`src/design/wpf_pkg.sv`:
```
// wpf_pkg: shared types, constants and register codes of the waypoint path follower
// used by every file of the block except wpf_ram; depends on nothing
package wpf_pkg;

  // field widths
  localparam int POS_W   = 24;
  localparam int GAIN_W  = 16;
  localparam int DIFF_W  = POS_W + 1;
  localparam int SQ_W    = 2 * POS_W;
  localparam int PROD_W  = DIFF_W + GAIN_W + 1;
  localparam int SUM_W   = SQ_W + 2;
  localparam int FRAC_W  = 16;
  localparam int AXES    = 3;

  // default store depth
  localparam int PATH_DEPTH_DEF = 1024;

  // configuration port
  localparam int APB_AW = 4;
  localparam int APB_DW = 32;

  typedef enum logic [1:0] {
    REG_ACCURACY = 2'd0,
    REG_PRINT_GAIN = 2'd1,
    REG_TRAVEL_GAIN = 2'd2
  } reg_idx_t;

  localparam logic [GAIN_W-1:0] ACCURACY_RST    = 16'd4000;
  localparam logic [GAIN_W-1:0] PRINT_GAIN_RST  = 16'd1311;
  localparam logic [GAIN_W-1:0] TRAVEL_GAIN_RST = 16'd3277;

  // item kind codes
  localparam logic KIND_LOAD   = 1'b0;
  localparam logic KIND_SAMPLE = 1'b1;

  // one stored waypoint
  typedef struct packed {
    logic             print;
    logic [POS_W-1:0] x;
    logic [POS_W-1:0] y;
    logic [POS_W-1:0] z;
  } way_t;

  // what one axis lane hands to the merge stage
  typedef struct packed {
    logic [SQ_W-1:0]  sq;
    logic [POS_W-1:0] vel;
  } lane_res_t;

  // merge stage decision back to the control logic
  typedef struct packed {
    logic fire;
    logic advance;
  } dec_t;

endpackage

```
`src/design/wpf_lane.sv`:
```
// wpf_lane: one axis lane, position error squared, and position error scaled by the selected gain
// depends on wpf_pkg
module wpf_lane (
  input  logic                             clk,
  input  logic                             en,
  input  logic signed [wpf_pkg::POS_W-1:0] way,
  input  logic signed [wpf_pkg::POS_W-1:0] pos,
  input  logic [wpf_pkg::GAIN_W-1:0]       gain,
  output wpf_pkg::lane_res_t               res
);

  logic signed [wpf_pkg::DIFF_W-1:0]   diff;
  logic signed [wpf_pkg::GAIN_W:0]     gain_s;
  logic signed [wpf_pkg::SUM_W-1:0]    sq_full;
  logic signed [wpf_pkg::PROD_W-1:0]   prod_next;
  logic [wpf_pkg::SQ_W-1:0]            sq;
  logic signed [wpf_pkg::PROD_W-1:0]   prod;
  logic signed [wpf_pkg::PROD_W-wpf_pkg::FRAC_W-1:0] q;

  // error and the two products
  assign diff      = wpf_pkg::DIFF_W'(way) - wpf_pkg::DIFF_W'(pos);
  assign gain_s    = $signed({1'b0, gain});
  assign sq_full   = diff * diff;
  assign prod_next = diff * gain_s;

  always_ff @(posedge clk) begin
    if (en) begin
      sq   <= sq_full[wpf_pkg::SQ_W-1:0];
      prod <= prod_next;
    end
  end

  // floor shift by the gain fraction, then saturate to the output range
  assign q = prod[wpf_pkg::PROD_W-1:wpf_pkg::FRAC_W];

  always_comb begin
    res.sq = sq;
    if (q[$bits(q)-1:wpf_pkg::POS_W-1] == '0 || q[$bits(q)-1:wpf_pkg::POS_W-1] == '1) begin
      res.vel = q[wpf_pkg::POS_W-1:0];
    end else if (q[$bits(q)-1]) begin
      res.vel = {1'b1, {(wpf_pkg::POS_W-1){1'b0}}};
    end else begin
      res.vel = {1'b0, {(wpf_pkg::POS_W-1){1'b1}}};
    end
  end

endmodule

```
`config.mk`:
```
export PLATFORM = sky130hd
export DESIGN_NAME = wpf_lane
export DESIGN_NICKNAME = d
export VERILOG_FILES = /design/src/design/wpf_pkg.sv /design/src/design/wpf_lane.sv
export SDC_FILE = /design/constraint.sdc
export NUM_CORES = 2
export LEC_CHECK = 0
export BUFFER_PORTS_ARGS = -buffer_cell sky130_fd_sc_hd__buf_2
export CAP_MARGIN = 10
export CORE_MARGIN = 2
export CORE_UTILIZATION = 50
export CTS_BUF_LIST = sky130_fd_sc_hd__clkbuf_8 sky130_fd_sc_hd__clkbuf_16
export CTS_CLUSTER_SIZE = 25
export DETAILED_ROUTE_END_ITERATION = 10
export PLACE_DENSITY = 0.67
export SLEW_MARGIN = 30
export SYNTH_ARGS = -nofsm -noshare
export SYNTH_HDL_FRONTEND = slang
export SYNTH_SLANG_ARGS = --single-unit
```
`constraint.sdc`:
```
create_clock -name clk -period 12.2 [get_ports clk]
set_input_delay 0.61 -clock clk [delete_from_list [all_inputs] [get_ports clk]]
set_output_delay 0.61 -clock clk [all_outputs]
set_load 0.01 [all_outputs]
```
==> impl_results.md <==
- Post-detail-place hpwl: 72200 um
- F_max: 0.0960 GHz
- CTS root buffer: clkbuf_16
- Vias post-DR: 25248
- Tcrit/Tclk final: 85.4%
- Sequential element share of the synthesized area: 5.98%
- Mean number of vias per cell: 5.21
- Utilization after layout: 53.3%
- Area growth, synth to finish: 5.83%
- Vias in the first global route: 28251
- Post-Synthesis Net Count: 5139
- Worst slack, placed: 1.53 ns
- Final Critical Period: 10.42 ns
- Class of the worst hold path: input pin to register
- Post-synth EDFFs: 73
- Rel. slew slack: 33.0%
- Syn_area_per_cell: 9.57 um^2
- GRT Util Overall: 25.5%
- Antenna diodes: 0
- CTS tree: yes
- Post-synth top flop: edfxtp_1
- Status: completed
- WHS Endpoint: sq[17]$_DFFE_PP_
- CP peak stage delay: 0.60 ns
- Critical Path Source Type: input pin
- First-pass GRT wire length: 147000 um
- # rows: 99
- Ys async rst share: 0%
- Worst slew pin tran: 1.00 ns
- Placed Instance Area: 38500 um^2
- I/O pins: 138
- CP Capture Type: register
- Die area: 75400 um^2
- CP arrival: 10.55 ns
- Hold Path Cell Cnt: 1
- YS warnings: 0
- Final Worst Setup Slack: 1.78 ns
- Yosys cell types: 72
- Die Ht: 275 um
- Clock Tree Buf Depth: 2
- Slowest CP cell: a31oi_1
- TritonCTS buffer count: 9
- Synth Cell Area: 36600 um^2
- Sink Count: 73
- Residual DRC count: 0
- Routed Antenna Nets: 0
- Hold_sp: en
- Max H-tree Level: 3
- Share of cells above drive strength 1: 6.09%
- Final-report hold violation count: 0
- Setup TNS: 0 ns
- Hold_buf cts: 0
- Final net count: 5197
- DR iter-0 viols: 1385
- DR WL/cell: 18.4 um
- CP dominant cell by count: fa_1
- 1st-pass router iterations: 5
- Die width: 275 um
- Core box area: 72700 um^2
- RSZ-0062 raised after global routing: no
- Design area: 38800 um^2
- Post-CTS Setup Bufs: 0
- Maximum fanout along the worst path: 29
- Worst path bufs/invs: 9
- Antenna violations before repair: 1
- Final wirelength: 89300 um
- Post-CTS resize count: 0
- Delay-heaviest family, CP: adder cells
- Largest net degree at the start of global routing: 74
- # Max-Cap Violations: 0
- Global route overflow: 0
- Initial Util: 50.4%
- Data required, critical path: 12.33 ns
- I/O Buffers: 136
- Synth Register Bits: 73
- Gpl congestion: 0.933
- Mapped Cells: 3828
- Max-slew violation count: 0
- Final setup viols: 0
- Clock slew at reported path FFs: 0.07 ns
- Setup CP Type: input pin to register
## how the worst max path moves through the flow
stage | start | to | slack, ns | depth (start not counted)
floorplan | way[0] | sq[47]$_DFFE_PP_ | 2.98 | 35
finish | pos[7] | sq[47]$_DFFE_PP_ | 1.78 | 36
CTS | pos[7] | sq[47]$_DFFE_PP_ | 1.96 | 36
detailed placement | pos[7] | sq[47]$_DFFE_PP_ | 1.53 | 36
global placement | pos[7] | sq[47]$_DFFE_PP_ | 1.69 | 36
global route | pos[7] | sq[47]$_DFFE_PP_ | 1.44 | 36
## per-stage QoR
step | instances | hold WS, ns
2_1_floorplan | 3828 | 0.722
3_3_place_gp | 4834 | 1.02
3_5_place_dp | 4834 | 1.02
4_1_cts | 4850 | 0.759
5_1_grt | 4850 | 0.796
6_report | 4850 | 0.761
## synth_stat cells, drive strengths merged (14+ instances only)
cell / instances / area (um^2)
clkbuf: 127 / 477
inv: 1059 / 3980
o21a: 15 / 120
o21ai: 32 / 160
a21oi: 67 / 358
edfxtp: 73 / 2190
fa: 982 / 19700
and2: 184 / 1150
nor2b: 20 / 125
xnor2: 82 / 726
ha: 263 / 3290
xor2: 34 / 305
nand3: 17 / 85.1
nor2: 248 / 931
o21bai: 14 / 109
a21o: 57 / 428
nand2: 429 / 1610
## cells by family (layout without fill, tap and decap cells)
logic type / after synthesis / count (layout) / share of synthesized area, %
other: 1 / 1 / 0.0102
adder cells (fa/ha/maj): 1245 / 1245 / 62.7
AND/OR/NAND/NOR: 955 / 955 / 11.7
flip-flops: 73 / 73 / 5.98
XOR/XNOR: 116 / 116 / 2.81
AO/OA/AOI/OAI: 239 / 239 / 4.55
buffers and inverters: 1199 / 1262 / 12.3
## layout make-up
type | count | area [um^2]
sequential | 73 | 2190
multi-input combinational | 2556 | 30000
timing repair buffer | 184 | 1050
clock inverter | 7 | 70.1
tap | 959 | 1200
fill | 6610 | 33900
inverter | 1062 | 3990
clock buffer | 9 | 225
## per-layer routing
| layer | part of all wire, % | track usage (%) |
|---|---|---|
| met5 | 0 | 0 |
| met4 | 2.7 | 7.05 |
| met3 | 7.4 | 5.24 |
| met2 | 50 | 43.6 |
| met1 | 40 | 32.9 |
## cells in the final DEF (no fill, tap or decap), types with 4 or more instances in the layout
cell	Yosys	layout
fa_1	982	981
inv_1	1056	1055
buf_2	5	135
clkbuf_16	0	9
nor2_1	248	248
nand4_1	8	8
and2_1	184	184
xnor2_1	81	74
o21a_1	14	14
clkinv_1	3	5
edfxtp_1	73	73
ha_1	263	263
o211ai_1	7	7
xor2_1	33	30
inv_2	3	4
o21ai_0	31	31
nand2b_1	9	9
xnor2_2	1	7
a21oi_1	63	63
nor2b_1	20	20
a211oi_1	7	6
and4_1	5	5
and3_1	7	7
o21bai_1	13	13
nand2_1	429	429
or3_1	4	4
nor3_1	13	13
a21o_1	57	57
nand3_1	17	17
buf_4	1	48
## registers in the layout, indices dropped and copies added (netlist names)
signal  flops
sq         47
prod       26
Power is left out: the tool's default activity adds up to more than one toggle a clock period on the data nets, which glitch-free logic cannot reach.
