$ cat config.mk
export PLATFORM = sky130hd
export DESIGN_NAME = wpf_ram
export DESIGN_NICKNAME = d
export VERILOG_FILES = /design/src/design/wpf_ram.sv
export SDC_FILE = /design/constraint.sdc
export NUM_CORES = 1
export LEC_CHECK = 0
export CAP_MARGIN = 20
export CORE_ASPECT_RATIO = 0.8
export CORE_MARGIN = 5
export CORE_UTILIZATION = 35
export DETAILED_ROUTE_END_ITERATION = 8
export DONT_BUFFER_PORTS = 1
export GPL_ROUTABILITY_DRIVEN = 0
export PLACE_DENSITY = 0.51
export SLEW_MARGIN = 20
export SYNTH_ARGS = -nofsm -noshare
export SYNTH_HDL_FRONTEND = slang
export SYNTH_SLANG_ARGS = --single-unit
$ cat constraint.sdc
create_clock -name clk -period 2.8 [get_ports clk]
set_input_delay 0.56 -clock clk [delete_from_list [all_inputs] [get_ports clk]]
set_output_delay 0.56 -clock clk [all_outputs]
set_load 0.05 [all_outputs]
$ cat src/design/wpf_ram.sv
// wpf_ram: generic single write port, single read port RAM with registered read
// no dependencies
module wpf_ram #(
  parameter int WIDTH = 8,
  parameter int DEPTH = 16,
  localparam int AW = $clog2(DEPTH)
) (
  input  logic             clk,
  input  logic             we,
  input  logic [AW-1:0]    waddr,
  input  logic [WIDTH-1:0] wdata,
  input  logic [AW-1:0]    raddr,
  output logic [WIDTH-1:0] rdata
);

  logic [WIDTH-1:0] mem [DEPTH];

  // write port and registered read port
  always_ff @(posedge clk) begin
    if (we) begin
      mem[waddr] <= wdata;
    end
    rdata <= mem[raddr];
  end

endmodule

==> impl_metrics.tcl, run 1 <==
set metrics [dict create \
    status "complete, no violations" \
    drt_iter0_markers 174 \
    fmax_mhz 592.0 \
    seq_area_frac_synth_pct 77.78 \
    avgSynthCellArea_um2 22.48 \
    critPathBufInv 0 \
    netlist_area_mm2 0.005147 \
    via_count 2318 \
    postRouteAntennaNets 0 \
    fin_skew_ns 0.005647 \
    relSlewSlack_pct 48.66 \
    dp_hpwl_mm 6.662 \
    grt.total_usage_pct 13.11 \
    setup_ws_ns 1.111 \
    die_h_um 118.5 \
    portBuffers 0 \
    first_pass_iters 6 \
    end_kind "flip-flop" \
    rrSetupSlack_ns 1.36 \
    clk_pin_slew_ns 0.06 \
    final.min_clock_period_ns 1.689 \
    required_ns 2.83 \
    start_util_pct 35.88 \
    min_to "mem[2][1]" \
    holdPathStages 0 \
    reg2reg_to "rdata[4]" \
    grt_pass1_wl_mm 16.07 \
    powerDensity_mw_per_mm2 767.2 \
    final_util_pct 41.26 \
    cts-resized-gates 0 \
    syn2layout_area_growth_pct 15.00 \
    cts_hold_buf 0 \
    coreArea_mm2 0.01435 \
    cp_top_family "simple AND/OR/NAND/NOR gates" \
    critPathMaxStageDelay_ns 0.62 \
    worstHoldStart "wdata[1]" \
    cts_tree "done" \
    routed_wl_mm 10.87 \
    antenna_found_initial 0 \
    numClockSinks 136 \
    finalSetupViolCount 0 \
    slew_viol_final 0 \
    crit_chain "or3b_2, nor2_1" \
    tns_ns 0 \
    diodes 0 \
    overflow 0 \
    drive_gt1_share_pct 21.46 \
    final_nets 266 \
    synthCells 229 \
    p_leak_nw 1.911 \
    pre_cts_ws_ns 0.7228 \
    critical_path.max_fanout 8 \
    max_slew.worst_pin.slew_ns 0.7672 \
    fin_crit_sh_pct 60.33 \
    start_kind "input port" \
    io_pins 26 \
    path_class "input port to flip-flop" \
    grt_max_degree 33 \
    arrival_ns 1.72 \
    rr_startpoint "mem[9][4]" \
    clk-insertion-delay-late_ns 0.40 \
    finalHoldViolations 0 \
    nFillCells 1268 \
    cts_post_setup_buffers_inserted 0 \
    yosysWarnings 0 \
    reg2reg_depth 3 \
    post_drt_via_cell_ratio 5.209 \
    synth_cell_type_count 19 \
    grt_setup_unrepaired "false" \
    synth_nets 247 \
    die_x_um 145.6 \
    whs_ns 0.2475 \
    wl_per_cell_um 24.42 \
    num_rows 39 \
    fp.dieArea_mm2 0.01725 \
    clockBufferDepth 2 \
    cts-buffers-inserted 17 \
    cap_violations 0 \
    crit_slowest_cell "nor2_1" \
    grt_pass1_vias 2436 \
    htree_num_levels 4 \
    ys_ff_latch 136 \
    hold_class "input port to flip-flop" \
    ir_drop_v 0.0004209 \
    root_buffer "clkbuf_16" \
    drc 0 \
]
==> logic make-up after synthesis <==
| family | count (synthesis) | synth area share [%] |
|---|---|---|
| mux | 32 | 15.02 |
| buf+inv | 10 | 1.677 |
| simple gates | 35 | 3.184 |
| compound gates | 16 | 2.334 |
| flops | 136 | 77.78 |
==> cells in the final DEF, fill, tap and decap left out, types with 4 or more instances in the layout <==
cell and n:
nor3_1 4, nand2_1 9, mux4_2 18, clkbuf_1 4, dfxtp_1 8, edfxtp_1 128, nor2_1 13, a22oi_1 16
mux4_1 14, clkbuf_16 17, buf_4 10
==> synthesized netlist by cell type, drive strengths merged <==
master         count  area share (%)
a22oi             16             2.3
and2               1            0.12
and2b              1            0.15
buf                7             1.1
clkdlybuf4s25      3            0.58
dfxtp              8             3.1
edfxtp           128              75
mux4              32              15
nand2              9            0.66
nand2b             2            0.24
nand3              1           0.097
nand3b             2            0.29
nor2              13            0.95
nor2b              1            0.12
nor3               4            0.39
or3b               1            0.17
==> sequential cells by signal (all words and copies together), names as in the netlist <==
| signal | flops |
|---|---|
| rdata | 8 |
| mem | 128 |
==> metrics by stage <==
| step | cells | power [mW] | area (um^2) |
|---|---|---|---|
| 6_report | 445 | 4.541 | 5919 |
| 5_1_grt | 445 | 4.685 | 5919 |
| 3_3_place_gp | 413 | 2.510 | 5366 |
| 3_5_place_dp | 413 | 2.512 | 5366 |
| 4_1_cts | 445 | 4.580 | 5919 |
| 2_1_floorplan | 229 | 2.491 | 5147 |
==> final cells by class <==
class | count | area, um^2 | share of cell area, %
well taps | 184 | 230.2 | 3.889
clock buffers | 24 | 481.7 | 8.138
clock inverters | 8 | 71.32 | 1.205
repair buffers | 10 | 75.07 | 1.268
flip-flops and latches | 136 | 4004 | 67.64
multi-input cells | 83 | 1057 | 17.86
==> how the worst max path moves through the flow <==
stage / endpoint / cells past startpoint / from
final: mem[2][4] / 2 / waddr[2]
after global routing: mem[2][4] / 2 / waddr[2]
after CTS: mem[2][4] / 2 / waddr[2]
after detailed placement: mem[2][2] / 2 / waddr[2]
after global placement: mem[2][7] / 2 / waddr[2]
after floorplan: mem[0][0] / 2 / waddr[2]
==> power by group <==
part	internal [mW]	switching (mW)
Sequential	2.28	0.0608
Combinational	0.0671	0.0626
Clock	1.28	0.788
Total	3.63	0.912
==> per-layer routing <==
| layer | vias to the layer above | part of all wire (%) | GRT usage [%] |
|---|---|---|---|
| met3 | 13 | 8.7 | 6.274 |
| met1 | 1214 | 47 | 18.47 |
| met5 | - | 0 | 0 |
| met2 | 83 | 43 | 17.89 |
| met4 | 0 | 1.1 | 4.312 |
| li1 | 1008 | - | - |
(Power assumes the default switching activity.)
==> run 2, diff against run 1 <==
Settings changed: PLACE_DENSITY 0.51 to 0.53.
Clock period 2.8 ns to 1.4 ns, I/O delays scaled along.
==> run 2 against run 1 <==
  * Utilization is 1.6 points higher
  * Worst setup slack worse by 1.1 ns
  * Hold slack worse by 0.051 ns
  * Critical path type is now flip-flop to output pin
  * Largest cell class unchanged
  * Largest power group unchanged
==> impl_metrics.tcl, run 2 (synthesis gave the netlist of run 1 again) <==
set metrics [dict create \
    grt_max_degree 33 \
    overflow 0 \
    drive_gt1_share_pct 25.45 \
    switchingPower_mw 1.859 \
    io_pins 26 \
    fin_crit_sh_pct 96.41 \
    powerDensity_mw_per_mm2 1518 \
    combinationalPowerShare_pct 3.5 \
    setup_ws_ns 0.05024 \
    path_class "flip-flop to output pin" \
    via_count 2375 \
    first_pass_iters 4 \
    postRouteAntennaNets 0 \
    holdPathStages 2 \
    antenna_found_initial 0 \
    regArea_mm2 0.004005 \
    die_h_um 118.5 \
    grt_most_used_layer "met2" \
    p_leak_nw 2.012 \
    multiInputGateArea_mm2 0.001099 \
    drt_iter0_markers 130 \
    coreArea_mm2 0.01435 \
    reg_top3 "mem x128, rdata x8" \
    clockBufferDepth 2 \
    dp_hpwl_mm 6.403 \
    fp.dieArea_mm2 0.01725 \
    wl_per_cell_um 22.76 \
    pre_cts_ws_ns 0.009297 \
    nFillCells 1259 \
    tns_ns 0 \
    fmax_mhz 740.9 \
    portBuffers 0 \
    htree_num_levels 4 \
    finalSetupViolCount 0 \
    use_met1_pct 18.16 \
    clk_pin_slew_ns 0.06 \
    use_met3_pct 4.361 \
    status "complete, no violations" \
    finalNonFillerCells 459 \
    arrival_ns 1.07 \
    use_met2_pct 18.75 \
    whs_ns 0.1968 \
    swShare_pct 19.89 \
    cts_post_setup_buffers_inserted 0 \
    grt.total_usage_pct 12.80 \
    end_kind "output pin" \
    cp_num_cells 0 \
    start_util_pct 35.88 \
    cap_violations 0 \
    relSlewSlack_pct 47.10 \
    root_buffer "clkbuf_16" \
    die_x_um 145.6 \
    clk-insertion-delay-late_ns 0.40 \
    slew_viol_final 0 \
    required_ns 1.12 \
    ir_drop_v 0.001231 \
    layout_commonest_cell "edfxtp_1" \
    top_register "mem" \
    power_frac_seq_pct 50.1 \
    hold_class "input port to flip-flop" \
    p_int_mw 7.486 \
    post_drt_via_cell_ratio 5.174 \
    cts-buffers-inserted 17 \
    final_nets 280 \
    start_kind "flip-flop" \
    drc 0 \
    grt_setup_unrepaired "false" \
    fin_skew_ns 0.005590 \
    diodes 0 \
    grt_pass1_wl_mm 16.00 \
    finalHoldViolations 0 \
    final.min_clock_period_ns 1.350 \
    num_rows 39 \
    reg2reg_depth 3 \
    grt_pass1_vias 2512 \
    p_clk_share_pct 46.4 \
    critical_path.max_fanout 1 \
    place_area_mm2 0.005493 \
    cts_tree "done" \
    syn2layout_area_growth_pct 19.57 \
    numClockSinks 136 \
    max_slew.worst_pin.slew_ns 0.7906 \
    routed_wl_mm 10.45 \
    design_area_mm2 0.006155 \
    numPlacedInstances 419 \
    layout_common_cells "edfxtp_1 (128), mux4_2 (18), clkbuf_16 (17)" \
    largest_register_ff_count 128 \
]
run 2: metal layers:
metal  wire length, um  part of all wire, %  vias to the layer above
met1              4907                   47                     1267
met2              4939                   47                       59
met4                97                 0.93                        0
met5                 0                    0                        -
met3               500                  4.8                        9
li1                  -                    -                     1040
run 2: stage by stage:
stage          utilization [%]  power [mW]
2_1_floorplan                -       4.990
3_3_place_gp             38.29       5.025
3_5_place_dp             38.29       5.030
4_1_cts                  42.83       9.419
5_1_grt                  42.90       9.636
6_report                 42.90       9.345
run 2: path summary, 6_finish.rpt:
path                            startpoint   endpoint  slack, ns
worst max-delay path              rdata[4]   rdata[4]       0.05
worst min-delay path              waddr[1]  mem[0][6]       0.20
worst max register to register   mem[9][2]   rdata[2]       0.05
worst min register to register  mem[14][0]   rdata[0]       0.67
run 2: final cells by class:
cell class	count	area share, %
repair buffers	24	4.066
well taps	184	3.741
multi-input cells	83	17.85
clock inverters	11	2.114
flip-flops and latches	136	65.07
clock buffers	21	7.156
run 2: power groups by stage:
| stage | Clock [mW] | Combinational (mW) | Sequential [mW] |
|---|---|---|---|
| floorplan | 0 | 0.238 | 4.75 |
| global placement | 0 | 0.259 | 4.77 |
| detailed placement | 0 | 0.261 | 4.77 |
| CTS | 4.40 | 0.331 | 4.68 |
| global route | 4.59 | 0.358 | 4.69 |
| finish | 4.33 | 0.330 | 4.68 |
run 2: what timing repair did:
action / in CTS / in global routing
hold endpoints to repair: 128 / 0
hold buffers: 8 / 0
resized for setup: 1 / 2
endpoints found under the setup margin: 1 / 2
