<file path="config.mk">
export PLATFORM = sky130hd
export DESIGN_NAME = wpf_merge_flat
export DESIGN_NICKNAME = d
export VERILOG_FILES = /design/src/design/wpf_pkg.sv /design/src/design/wpf_if.sv /design/src/design/wpf_merge.sv /design/src/flat_wrapper.sv
export SDC_FILE = /design/constraint.sdc
export NUM_CORES = 1
export LEC_CHECK = 0
export ABC_CLOCK_PERIOD_IN_PS = 19820
export BUFFER_PORTS_ARGS = -buffer_cell sky130_fd_sc_hd__buf_2
export CAP_MARGIN = 25
export CORE_ASPECT_RATIO = 0.9
export CORE_MARGIN = 5
export CORE_UTILIZATION = 55
export CTS_BUF_LIST = sky130_fd_sc_hd__clkbuf_16
export CTS_CLUSTER_SIZE = 8
export DETAILED_ROUTE_END_ITERATION = 12
export PLACE_DENSITY_LB_ADDON = 0.2
export SLEW_MARGIN = 20
export SYNTH_ARGS = -nofsm -noshare
export SYNTH_HDL_FRONTEND = slang
export SYNTH_SLANG_ARGS = --single-unit
</file>
<file path="constraint.sdc">
create_clock -name clk -period 19.82 [get_ports clk]
set_input_delay 0.991 -clock clk [delete_from_list [all_inputs] [get_ports clk]]
set_output_delay 0.991 -clock clk [all_outputs]
set_load 0.02 [all_outputs]
</file>
<file path="src/design/wpf_pkg.sv">
// wpf_pkg: shared types, constants and register codes of the waypoint path follower
// used by every file of the block except wpf_ram; depends on nothing
package wpf_pkg;

  // field widths
  localparam int POS_W   = 24;
  localparam int GAIN_W  = 16;
  localparam int DIFF_W  = POS_W + 1;
  localparam int SQ_W    = 2 * POS_W;
  localparam int PROD_W  = DIFF_W + GAIN_W + 1;
  localparam int SUM_W   = SQ_W + 2;
  localparam int FRAC_W  = 16;
  localparam int AXES    = 3;

  // default store depth
  localparam int PATH_DEPTH_DEF = 1024;

  // configuration port
  localparam int APB_AW = 4;
  localparam int APB_DW = 32;

  typedef enum logic [1:0] {
    REG_ACCURACY = 2'd0,
    REG_PRINT_GAIN = 2'd1,
    REG_TRAVEL_GAIN = 2'd2
  } reg_idx_t;

  localparam logic [GAIN_W-1:0] ACCURACY_RST    = 16'd4000;
  localparam logic [GAIN_W-1:0] PRINT_GAIN_RST  = 16'd1311;
  localparam logic [GAIN_W-1:0] TRAVEL_GAIN_RST = 16'd3277;

  // item kind codes
  localparam logic KIND_LOAD   = 1'b0;
  localparam logic KIND_SAMPLE = 1'b1;

  // one stored waypoint
  typedef struct packed {
    logic             print;
    logic [POS_W-1:0] x;
    logic [POS_W-1:0] y;
    logic [POS_W-1:0] z;
  } way_t;

  // what one axis lane hands to the merge stage
  typedef struct packed {
    logic [SQ_W-1:0]  sq;
    logic [POS_W-1:0] vel;
  } lane_res_t;

  // merge stage decision back to the control logic
  typedef struct packed {
    logic fire;
    logic advance;
  } dec_t;

endpackage

</file>
<file path="src/design/wpf_if.sv">


interface wpf_out_if;
  logic                           valid;
  logic                           ready;
  logic signed [wpf_pkg::POS_W-1:0] vel_x;
  logic signed [wpf_pkg::POS_W-1:0] vel_y;
  logic signed [wpf_pkg::POS_W-1:0] vel_z;
  logic                           extrude;

  modport source (
    output valid, vel_x, vel_y, vel_z, extrude,
    input  ready
  );
  modport sink (
    input  valid, vel_x, vel_y, vel_z, extrude,
    output ready
  );
endinterface

</file>
<file path="src/design/wpf_merge.sv">
// wpf_merge: sums the lane squares, compares with the squared radius, holds the result register
// depends on wpf_pkg and wpf_if
module wpf_merge (
  input  logic                                        clk,
  input  logic                                        rst,
  input  logic                                        in_valid,
  input  wpf_pkg::lane_res_t [wpf_pkg::AXES-1:0]      lanes,
  input  logic                                        ext,
  input  logic [2*wpf_pkg::GAIN_W-1:0]                r2,
  output wpf_pkg::dec_t                               dec,
  wpf_out_if.source                                   result
);

  logic [wpf_pkg::SUM_W-1:0] dist2;
  logic                      reached;
  logic                      out_valid;
  logic                      out_valid_next;

  // squared distance against squared radius
  assign dist2 = wpf_pkg::SUM_W'(lanes[0].sq) + wpf_pkg::SUM_W'(lanes[1].sq)
               + wpf_pkg::SUM_W'(lanes[2].sq);
  assign reached = dist2 < wpf_pkg::SUM_W'(r2);

  // decide when the result register can take a transfer
  assign dec.fire    = in_valid && (!out_valid || result.ready);
  assign dec.advance = dec.fire && reached;

  always_comb begin
    out_valid_next = out_valid && !result.ready;
    if (dec.fire && !reached) begin
      out_valid_next = 1'b1;
    end
  end

  always_ff @(posedge clk) begin
    if (rst) begin
      out_valid <= 1'b0;
    end else begin
      out_valid <= out_valid_next;
    end
  end

  // result payload
  always_ff @(posedge clk) begin
    if (dec.fire && !reached) begin
      result.vel_x   <= $signed(lanes[0].vel);
      result.vel_y   <= $signed(lanes[1].vel);
      result.vel_z   <= $signed(lanes[2].vel);
      result.extrude <= ext;
    end
  end

  assign result.valid = out_valid;

endmodule

</file>
<file path="src/flat_wrapper.sv">
// flat-port wrapper written by rule: the top's interface ports become plain ports
module wpf_merge_flat 
  (clk, rst, in_valid, lanes, ext, r2, dec, result_valid, result_vel_x, result_vel_y, result_vel_z, result_extrude, result_ready);
  wpf_out_if result_i ();
  input  logic clk;
  input  logic rst;
  input  logic in_valid;
  input  wpf_pkg::lane_res_t [wpf_pkg::AXES-1:0] lanes;
  input  logic ext;
  input  logic [2*wpf_pkg::GAIN_W-1:0] r2;
  output wpf_pkg::dec_t dec;
  output wire logic [$bits(result_i.valid)-1:0] result_valid;
  output wire logic [$bits(result_i.vel_x)-1:0] result_vel_x;
  output wire logic [$bits(result_i.vel_y)-1:0] result_vel_y;
  output wire logic [$bits(result_i.vel_z)-1:0] result_vel_z;
  output wire logic [$bits(result_i.extrude)-1:0] result_extrude;
  input wire logic [$bits(result_i.ready)-1:0] result_ready;
  assign result_valid = result_i.valid;
  assign result_vel_x = result_i.vel_x;
  assign result_vel_y = result_i.vel_y;
  assign result_vel_z = result_i.vel_z;
  assign result_extrude = result_i.extrude;
  assign result_i.ready = result_ready;
  wpf_merge u_core (.clk(clk), .rst(rst), .in_valid(in_valid), .lanes(lanes), .ext(ext), .r2(r2), .dec(dec), .result(result_i));
endmodule
</file>
==> results of run 1 <==
registers in the layout (all words and copies together), names as in the netlist:
name,cells
u_core.result.extrude,1
u_core.result.vel_y,24
u_core.result.vel_x,24
u_core.result.vel_z,24
u_core.result.valid,1
metal layers:
layer  wire length [um]  vias up  global-route usage, %
met3               2600       28                   5.45
met2              13300      412                   49.4
met5                  0        -                      0
met4                444        0                   6.38
met1              11900     4073                   39.8
li1                   -     4327                      -
worst min-delay path, delay by kind of cell, from the launching register on:
family | cells | cell delay, ps
flip-flops | 1 | 320
AND/OR/NAND/NOR | 1 | 100
AO/OA/AOI/OAI | 1 | 80
area by class of cell:
type	instances	area (um^2)	share of cell area (%)
Multi-Input combinational cell	822	5970	56.2
Clock inverter	7	82.6	0.777
Inverter	64	240	2.26
Tap cell	202	253	2.38
Sequential cell	74	2210	20.8
Clock buffer	9	225	2.12
Timing Repair Buffer	329	1650	15.5
cell families (layout without fill, tap and decap cells):
family,after synthesis,in the layout,synth area share (%)
AOI/OAI and AO/OA,342,342,26.8
muxes,2,2,0.236
xor gates and xnor gates,77,77,7.94
buffers and inverters,79,409,3.68
adders and majority gates,135,135,20.1
and+or+nand+nor,266,266,15.2
DFF,74,74,26.1
through the flow:
| step | hold WS [ps] | instances | utilization, % | total power (W) | setup slack (ps) |
|---|---|---|---|---|---|
| 2_1_floorplan | 573 | 975 | - | 0.000556 | 10300 |
| 3_3_place_gp | 527 | 1491 | 67.6 | 0.000676 | 11510 |
| 3_5_place_dp | 522 | 1491 | 67.6 | 0.000685 | 11210 |
| 4_1_cts | 532 | 1507 | 69.6 | 0.000855 | 11180 |
| 5_1_grt | 571 | 1507 | 69.6 | 0.000923 | 10450 |
| 6_report | 539 | 1507 | 69.6 | 0.000862 | 11060 |
placed cells by master (no fill, tap or decap), types with 23 or more instances in the layout:
cell and count:
a21o_1 43, edfxtp_1 73, inv_1 64, xor2_1 25, ha_1 133, buf_2 328
nor2_1 69, xnor2_1 52, a21oi_1 101, nand4_1 23, nand2_1 75, o21ai_0 54
power by group:
| group | internal [W] | switching, W |
|---|---|---|
| clock | 0.0000996 | 0.0000662 |
| sequential | 0.000183 | 0.00000257 |
| combinational | 0.000212 | 0.000298 |
synth_stat cells, drive strengths merged, types with 3 or more instances:
cell,instances,area [um^2]
nor3,14,70.1
a211o,3,26.3
o21ai,63,319
a22oi,3,22.5
nor2,70,265
a221o,6,60.1
nand2b,18,113
nor2b,12,75.1
nand3,20,100
xor2,25,219
o21bai,17,131
o211ai,12,90.1
a21boi,3,22.5
inv,64,240
xnor2,52,455
a211oi,21,175
a311oi,3,26.3
a21o,44,332
a221oi,4,41.3
and2,10,63.8
a21oi,103,523
o31ai,8,60.1
and3,8,53.8
o2111ai,5,43.8
nand4,23,144
clkbuf,11,41.3
o22ai,6,37.5
o21a,10,75.1
or3,4,27.5
ha,133,1660
o31a,3,27.5
a31oi,8,56.3
edfxtp,73,2190
nand2,75,282
buf,4,31.3
how the worst min path moves through the flow:
stage               cells after the start                        endpoint  slack, ps
floorplan                               2  u_core.result.valid$_SDFF_PP0_        570
detailed placement                      2  u_core.result.valid$_SDFF_PP0_        520
global placement                        2  u_core.result.valid$_SDFF_PP0_        530
global route                            2  u_core.result.valid$_SDFF_PP0_        570
CTS                                     2  u_core.result.valid$_SDFF_PP0_        530
finish                                  2  u_core.result.valid$_SDFF_PP0_        540
==> metrics.txt, run 1 <==
mapped cell area=8490 um^2; HPWL after DPL=23.8 mm; H-tree lvl count=3; number of vias per cell=5.87; Reg2Reg Depth=4; hold_buf cts=0; Worst Setup End Kind=output pin; I/O pins=329; fin crit period=8760 ps; worst endpoint required time=18830 ps; initial antenna violation count=0; Mapped Nets=1363; Num Clock Sinks=74; design area=10600 um^2; Die W=141 um; CP Launch Type=input pin; Final ANT Viol Nets=0; # setup viols final=0; ant diodes=0; FF-to-FF End=u_core.result.vel_y[14]$_DFFE_PP_; largest net degree at the start of global routing=74; Slew Limit Fails=0; Avg Cell Area, Syn=8.71 um^2; Leakage=5.17 nW; R2R Setup Slk=17980 ps; share of cells above drive strength 1=28.3%; Die Area=18000 um^2; Post-Route Skew=6.43 ps; clock tree buffer depth=2; Nets=1688; Setup Fix Bufs, Post-CTS=0; Hold/Removal Path Class=reg2reg; first-pass GRT wire length=42.6 mm; DRC Markers=0; synth unique cells=77; #FFs+latches synth=74; drt wl/cell=18.7 um; Syn-to-layout area delta=25.3%; Filler Cells Inserted=1305; Worst path slowest cell=or3_2; clock transition time at the flip-flop clock pins of the worst setup and hold paths=60 ps; CTS tree=done; GPL Wtd Cong=0.999; port bufs=328; number of max-cap violations=0; hold path start=u_core.result.valid$_SDFF_PP0_; Final Hold Viols=0; vias in the first global route=8277; Total GRT Usage=29.4%; Total Wirelength=28.2 mm; largest delay contributor family on the critical path=compound AO/OA/AOI/OAI gates; Worst-Margin Slew=895 ps; fin crit share=44.2%; synthesized instance count=975; worst skew pair latency=330 ps; P per Cell Area=81.0 nW/um^2; Initial Utilization=55.6%; chip height=128 um; register area share after synthesis=26.1%; status=finished clean; WP depth=28; Ys Warns=0; WS Path Type=in2out; Post-synth EDFFs=73; Peak VDD IR=0.0516 mV; Core ar.=15300 um^2; CTS-repair resized insts=0; DRT iter0 DRCs=584; GRT Residual Overflow=0; CP max FO=6; Critical Path Start=lanes[25]; Placement Cell Area=10300 um^2; unrepaired setup endpoints after global routing=no; CTS Buf Count=9; largest stage delay on the critical path=540 ps; Slew headroom=40.3%; Achievable Freq=114 MHz; Rows=43; CP endpoint=dec[0]; Crit path top cell by count=o21ai_0; Critical Path AT=7760 ps; Vias=8840; DR pass1 iterations=5; setup TNS=0 ps; Worst R2R Start=u_core.result.valid$_SDFF_PP0_; Root Buffer=clkbuf_16; Synth async-reset ratio=0%; top_reg_cell synth=edfxtp_1; Critical path buffers and inverters=2
Power figures use the tool's default switching activity.
==> run 2: changes to the inputs <==
--- a/config.mk
+++ b/config.mk
@@ -5,12 +5,12 @@
 export SDC_FILE = /design/constraint.sdc
 export NUM_CORES = 1
 export LEC_CHECK = 0
-export ABC_CLOCK_PERIOD_IN_PS = 19820
+export ABC_CLOCK_PERIOD_IN_PS = 7500
 export BUFFER_PORTS_ARGS = -buffer_cell sky130_fd_sc_hd__buf_2
 export CAP_MARGIN = 25
 export CORE_ASPECT_RATIO = 0.9
 export CORE_MARGIN = 5
-export CORE_UTILIZATION = 55
+export CORE_UTILIZATION = 46
 export CTS_BUF_LIST = sky130_fd_sc_hd__clkbuf_16
 export CTS_CLUSTER_SIZE = 8
 export DETAILED_ROUTE_END_ITERATION = 12
==> constraint.sdc (replaced) <==
create_clock -name clk -period 7.5 [get_ports clk]
set_input_delay 0.375 -clock clk [delete_from_list [all_inputs] [get_ports clk]]
set_output_delay 0.375 -clock clk [all_outputs]
set_load 0.02 [all_outputs]
==> run 2 against run 1 <==
Die area rose by 18%. First-iteration DRC count rose by 11%. Via count fell by 0.72%. Final area rose by 2.0%. Global-route usage fell by 5.2 points. Clock-buffer cell count did not move. Flip-flop and latch count did not move. Sequential share of layout area fell by 0.42 points. Worst setup slack got worse by 11000 ps. Largest cell class unchanged. Largest power group unchanged.
==> metrics.txt, run 2 (same netlist as run 1, synthesis figures left out) <==
Final ANT Viol Nets=0 (unchanged); Num Clock Sinks=74 (unchanged); clock tree buffer depth=2 (unchanged); Net Sw Frac=40.9% (-1.7 points); Slew Limit Fails=0 (unchanged); Vias=8776 (-0.72%); Pint=0.00135 W (+170%); first-pass GRT wire length=42.1 mm (-1.2%); Worst Setup End Kind=output pin; commonest non-fill, non-tap cell in the layout=buf_2; unrepaired setup endpoints after global routing=no; number of vias per cell=5.61 (-4.3%); chip height=139 um (+8.6%); P per Cell Area=211 nW/um^2 (+160%); CP max FO=7 (+1); WS Path Type=in2out; worst skew pair latency=320 ps (about the same); Worst-Margin Slew=708 ps (-187 ps); Rows=47 (+9.3%); Worst path slowest cell=a2111oi_2; Seq pwr share=21.4% (-0.2 points); Net Sw Power=0.000935 W (+150%); Syn-to-layout area delta=27.8%; fin crit share=93.5%; Final Hold Slack=222 ps (-317 ps); Critical path buffers and inverters=2 (unchanged); Filler Cells Inserted=1697 (+30%); fin crit period=7010 ps; H-tree lvl count=3 (unchanged); I/O pins=329 (unchanged); Post-Route Skew=4.69 ps (-1.73 ps); worst endpoint required time=7120 ps (-11710 ps); CTS tree=done; DR pass1 iterations=6 (+1); DRT iter0 DRCs=650 (+11%); Die Area=21300 um^2 (+18%); Regs by FF count=u_core.result.vel_x (24), u_core.result.vel_y (24), u_core.result.vel_z (24); number of max-cap violations=0 (unchanged); Initial Utilization=46.4% (-9.1 points); Final Hold Viols=0 (unchanged); HPWL after DPL=23.5 mm (-1.1%); CTS Buf Count=9 (unchanged); Core Util, Final=59.3% (-10 points); Core ar.=18300 um^2 (+20%); Critical Path AT=6640 ps (-1120 ps); DRC Markers=0 (unchanged); Power Total=0.00228 W (+170%); hold_buf cts=0 (unchanged); share of cells above drive strength 1=29.2% (+0.88 points); largest net degree at the start of global routing=38 (-49%); Multi-input gate area=6000 um^2 (+0.42%); GRT Residual Overflow=0 (unchanged); status=finished clean; Hold/Removal Path Class=in2reg; largest stage delay on the critical path=390 ps (-150 ps); Root Buffer=clkbuf_16; Logic pwr share=59.0% (-0.2 points); Nets=1700 (+0.71%); vias in the first global route=8189 (-1.1%); CP Launch Type=input pin; Peak VDD IR=0.117 mV (+130%); most frequent cells in the layout=buf_2 (328), ha_1 (132), a21oi_1 (100), nand2_1 (75), edfxtp_1 (73); GPL Wtd Cong=0.963 (-3.6%); Total Wirelength=27.5 mm (-2.4%); port bufs=328 (unchanged); Achievable Freq=143 MHz; # setup viols final=0 (unchanged); Total GRT Usage=24.2% (-5.2 points); Leakage=5.25 nW (+1.6%); largest delay contributor family on the critical path=compound AO/OA/AOI/OAI gates; clock transition time at the flip-flop clock pins of the worst setup and hold paths=60 ps (about the same); Reg area=2210 um^2 (unchanged); clock power share=19.6% (+0.3 points); drt wl/cell=17.6 um (-6.0%); Die W=153 um (+8.7%); initial antenna violation count=4 (+4); Slew headroom=52.4% (+12 points)
==> run 2: final timing paths <==
path | start | end | slack [ps] | depth (start not counted)
worst max-delay path | lanes[43] | dec[0] | 490 | 29
worst min-delay path | lanes[148] | u_core.result.vel_z[4]$_DFFE_PP_ | 220 | 1
worst max register to register | u_core.result.valid$_SDFF_PP0_ | u_core.result.vel_x[7]$_DFFE_PP_ | 5620 | 5
worst min register to register | u_core.result.valid$_SDFF_PP0_ | u_core.result.valid$_SDFF_PP0_ | 570 | 2
==> run 2: cell type report <==
cell class	instances	area share (%)
Multi-Input combinational cell	822	55.3
Sequential cell	74	20.4
Timing Repair Buffer	341	16.3
Tap cell	245	2.82
Inverter	64	2.21
Clock buffer	9	2.08
Clock inverter	7	0.865
Antenna cell	2	0.0461
==> run 2: what timing repair did <==
action                     CTS  global route
setup endpoints to repair    0            27
setup buffers                0             1
resized for setup            0             8
==> run 2: stage by stage <==
stage | instance area (um^2) | setup TNS [ps] | instances | setup WS [ps]
after floorplan | 8490 | 0 | 975 | 15.5
after global placement | 10500 | 0 | 1544 | 54.2
after detailed placement | 10500 | -2300 | 1544 | -123
after CTS | 10800 | 0 | 1560 | 168
after global routing | 10900 | 0 | 1564 | 43.5
final | 10900 | 0 | 1564 | 490
==> run 2: worst register-to-register path: stages, from the launching register on <==
cell      delay, ps
dfxtp_1         320
nand2b_1        110
and2_1          200
nor2b_4         510
buf_16          240
buf_12          200
==> run 2: layer usage <==
layer | track usage (%) | vias up | routed length [um]
met5 | 0 | - | 40
met4 | 7.13 | 4 | 591
met3 | 4.37 | 48 | 2070
met2 | 40.7 | 369 | 12800
met1 | 31.9 | 3995 | 12000
li1 | - | 4360 | -
==> run 2: power groups by stage <==
stage / sequential [W] / clock [W] / combinational, W
after floorplan: 0.000532 / 0 / 0.000936
after global placement: 0.000498 / 0 / 0.00131
after detailed placement: 0.000499 / 0 / 0.00131
after CTS: 0.000490 / 0.000454 / 0.00132
after global routing: 0.000492 / 0.000472 / 0.00149
final: 0.000490 / 0.000447 / 0.00135
==> run 3: changes to the inputs <==
--- a/config.mk
+++ b/config.mk
@@ -14,6 +14,7 @@
 export CTS_BUF_LIST = sky130_fd_sc_hd__clkbuf_16
 export CTS_CLUSTER_SIZE = 8
 export DETAILED_ROUTE_END_ITERATION = 12
+export MAX_ROUTING_LAYER = met4
 export PLACE_DENSITY_LB_ADDON = 0.2
 export SLEW_MARGIN = 20
 export SYNTH_ARGS = -nofsm -noshare
==> run 3 against run 2 <==
Clock power rose by 7.6%. First-iteration DRC count fell by 5.8%. Final cell count fell by 0.70%. Flip-flop and latch count did not move. Clock skew rose by 3.3 ps. Clock-buffer cell count did not move. Final area fell by 0.72%. Hold slack improved by 0.60 ps. Via count fell by 1.4%. Combinational power barely moved. Sequential power barely moved. Global-route usage rose by 0.34 points. Critical path type unchanged. Highest routed layer is now met4.
==> metrics.txt, run 3 (same netlist as run 1, synthesis figures left out) <==
status=finished clean; Num Clock Sinks=74 (unchanged); Final Hold Slack=223 ps (+0.602 ps); Nets=1689 (-0.65%); DRT iter0 DRCs=612 (-5.8%); setup TNS=0 ps (unchanged); DRC Markers=0 (unchanged); worst endpoint required time=7120 ps (about the same); GRT Residual Overflow=0 (unchanged); Worst R2R Start=u_core.result.valid$_SDFF_PP0_; initial antenna violation count=3 (-1); most frequent cells in the layout=buf_2 (328), ha_1 (133), a21oi_1 (101), nand2_1 (75), edfxtp_1 (73); share of cells above drive strength 1=28.6% (-0.52 points); worst skew pair latency=320 ps (about the same); HPWL after DPL=23.3 mm (-0.79%); WS Path Type=in2out; Initial Utilization=46.4% (unchanged); first-pass GRT wire length=41.7 mm (-1.0%); Critical Path Start=lanes[24]; unrepaired setup endpoints after global routing=no; # setup viols final=0 (unchanged); chip height=139 um (unchanged); number of max-cap violations=0 (unchanged); Root Buffer=clkbuf_16; fin crit period=7040 ps (+32.6 ps); Die W=153 um (unchanged); setup slack after layout=457 ps (-32.6 ps); Vias=8657 (-1.4%); design area=10800 um^2 (-0.72%); Slew headroom=48.5% (-3.9 points); hold_buf cts=0 (unchanged); Multi-input gate area=6000 um^2 (about the same); Regs by FF count=u_core.result.vel_x (24), u_core.result.vel_y (24), u_core.result.vel_z (24); Total Wirelength=27.2 mm (-0.92%); commonest non-fill, non-tap cell in the layout=buf_2; H-tree lvl count=3 (unchanged); Hold/Removal Path Class=in2reg; I/O pins=329 (unchanged); pre-CTS setup slack=305 ps (+429 ps); Reg area=2210 um^2 (unchanged); P per Cell Area=213 nW/um^2 (+1.3%); drt wl/cell=17.5 um (-0.22%); port bufs=328 (unchanged); Achievable Freq=142 MHz (-0.46%); Final ANT Viol Nets=0 (unchanged); GPL Wtd Cong=0.959 (-0.42%); Worst-Margin Slew=766 ps (+57.4 ps); Reg2Reg Depth=4 (-1); Filler Cells Inserted=1718 (+1.2%); Worst path slowest cell=fa_1; DR pass1 iterations=5 (-1); number of vias per cell=5.57 (-0.66%); CTS tree=done; hold endpoint=u_core.result.vel_y[2]$_DFFE_PP_; CP max FO=6 (-1); hold path depth=1 (unchanged); Placement Cell Area=10400 um^2 (-0.72%); Post-Route Skew=8.03 ps (+3.33 ps); Slew Limit Fails=0 (unchanged); Syn-to-layout area delta=26.9%; fin crit share=93.9% (+0.43 points); Rows=47 (unchanged); Core ar.=18300 um^2 (unchanged); clock tree buffer depth=2 (unchanged); Leakage=5.20 nW (-0.98%); Total GRT Usage=24.5% (+0.34 points); CTS Buf Count=9 (unchanged); vias in the first global route=8011 (-2.2%); Placed Instances=1534 (-0.65%); hold path start=lanes[74]; largest net degree at the start of global routing=74 (+95%); CP Launch Type=input pin; Worst Setup End Kind=output pin; FF-to-FF End=u_core.result.vel_y[1]$_DFFE_PP_; Critical Path AT=6670 ps (+30 ps); clock transition time at the flip-flop clock pins of the worst setup and hold paths=60 ps (about the same); Final Hold Viols=0 (unchanged); R2R Setup Slk=6040 ps (+420 ps); Peak VDD IR=0.108 mV (-7.7%); post-route insts no fill=1553 (-0.70%); Die Area=21300 um^2 (unchanged); largest stage delay on the critical path=390 ps (about the same)
==> run 3: metrics by stage <==
| step | total power [W] | utilization, % |
|---|---|---|
| 6_report | 0.00230 | 58.9 |
| 5_1_grt | 0.00247 | 58.9 |
| 4_1_cts | 0.00229 | 58.7 |
| 3_5_place_dp | 0.00180 | 56.8 |
| 3_3_place_gp | 0.00178 | 56.8 |
| 2_1_floorplan | 0.00147 | - |
==> run 3: area by class of cell <==
cell class / instances / area share (%)
well taps: 245 / 2.85
flip-flops and latches: 74 / 20.5
multi-input cells: 822 / 55.7
inverters: 64 / 2.23
clock buffers: 9 / 2.09
diodes: 2 / 0.0465
repair buffers: 330 / 15.5
clock inverters: 7 / 1.08
==> run 3: where the power goes <==
part / switching, W / internal (W) / leakage (nW) / total [W]
clock network: 0.000156 / 0.000325 / 0.167 / 0.000481
logic: 0.000768 / 0.000559 / 4.32 / 0.00133
registers: 0.00000535 / 0.000484 / 0.714 / 0.000490
total: 0.000929 / 0.00137 / 5.20 / 0.00230
==> run 3: routing by layer <==
layer  routed length, um  share of wire, %  track usage, %
met1               11900                44            32.1
met2               12900                47            40.3
met3                1930               7.1            3.53
met4                 526               1.9            5.91
met5                   0                 0               -
==> run 3: worst max path at each step <==
stage | endpoint | slack, ps | cells past startpoint
floorplan | u_core.result.extrude$_DFFE_PP_ | 20 | 30
global placement | dec[0] | 390 | 29
detailed placement | dec[0] | 310 | 28
CTS | dec[0] | 290 | 28
global route | dec[0] | 7 | 34
finish | dec[0] | 460 | 34
==> run 3: worst max-delay path, delay by kind of cell <==
kind | cells | cell delay, ps
buffers and inverters | 4 | 490
AOI/OAI and AO/OA | 12 | 2180
adders and majority gates | 4 | 1230
and+or+nand+nor | 12 | 1980
xor gates and xnor gates | 2 | 390
==> run 3: repair_timing <==
item | in CTS | in global routing
resized for setup | 0 | 8
setup endpoints to repair | 0 | 1
setup buffers | 0 | 1
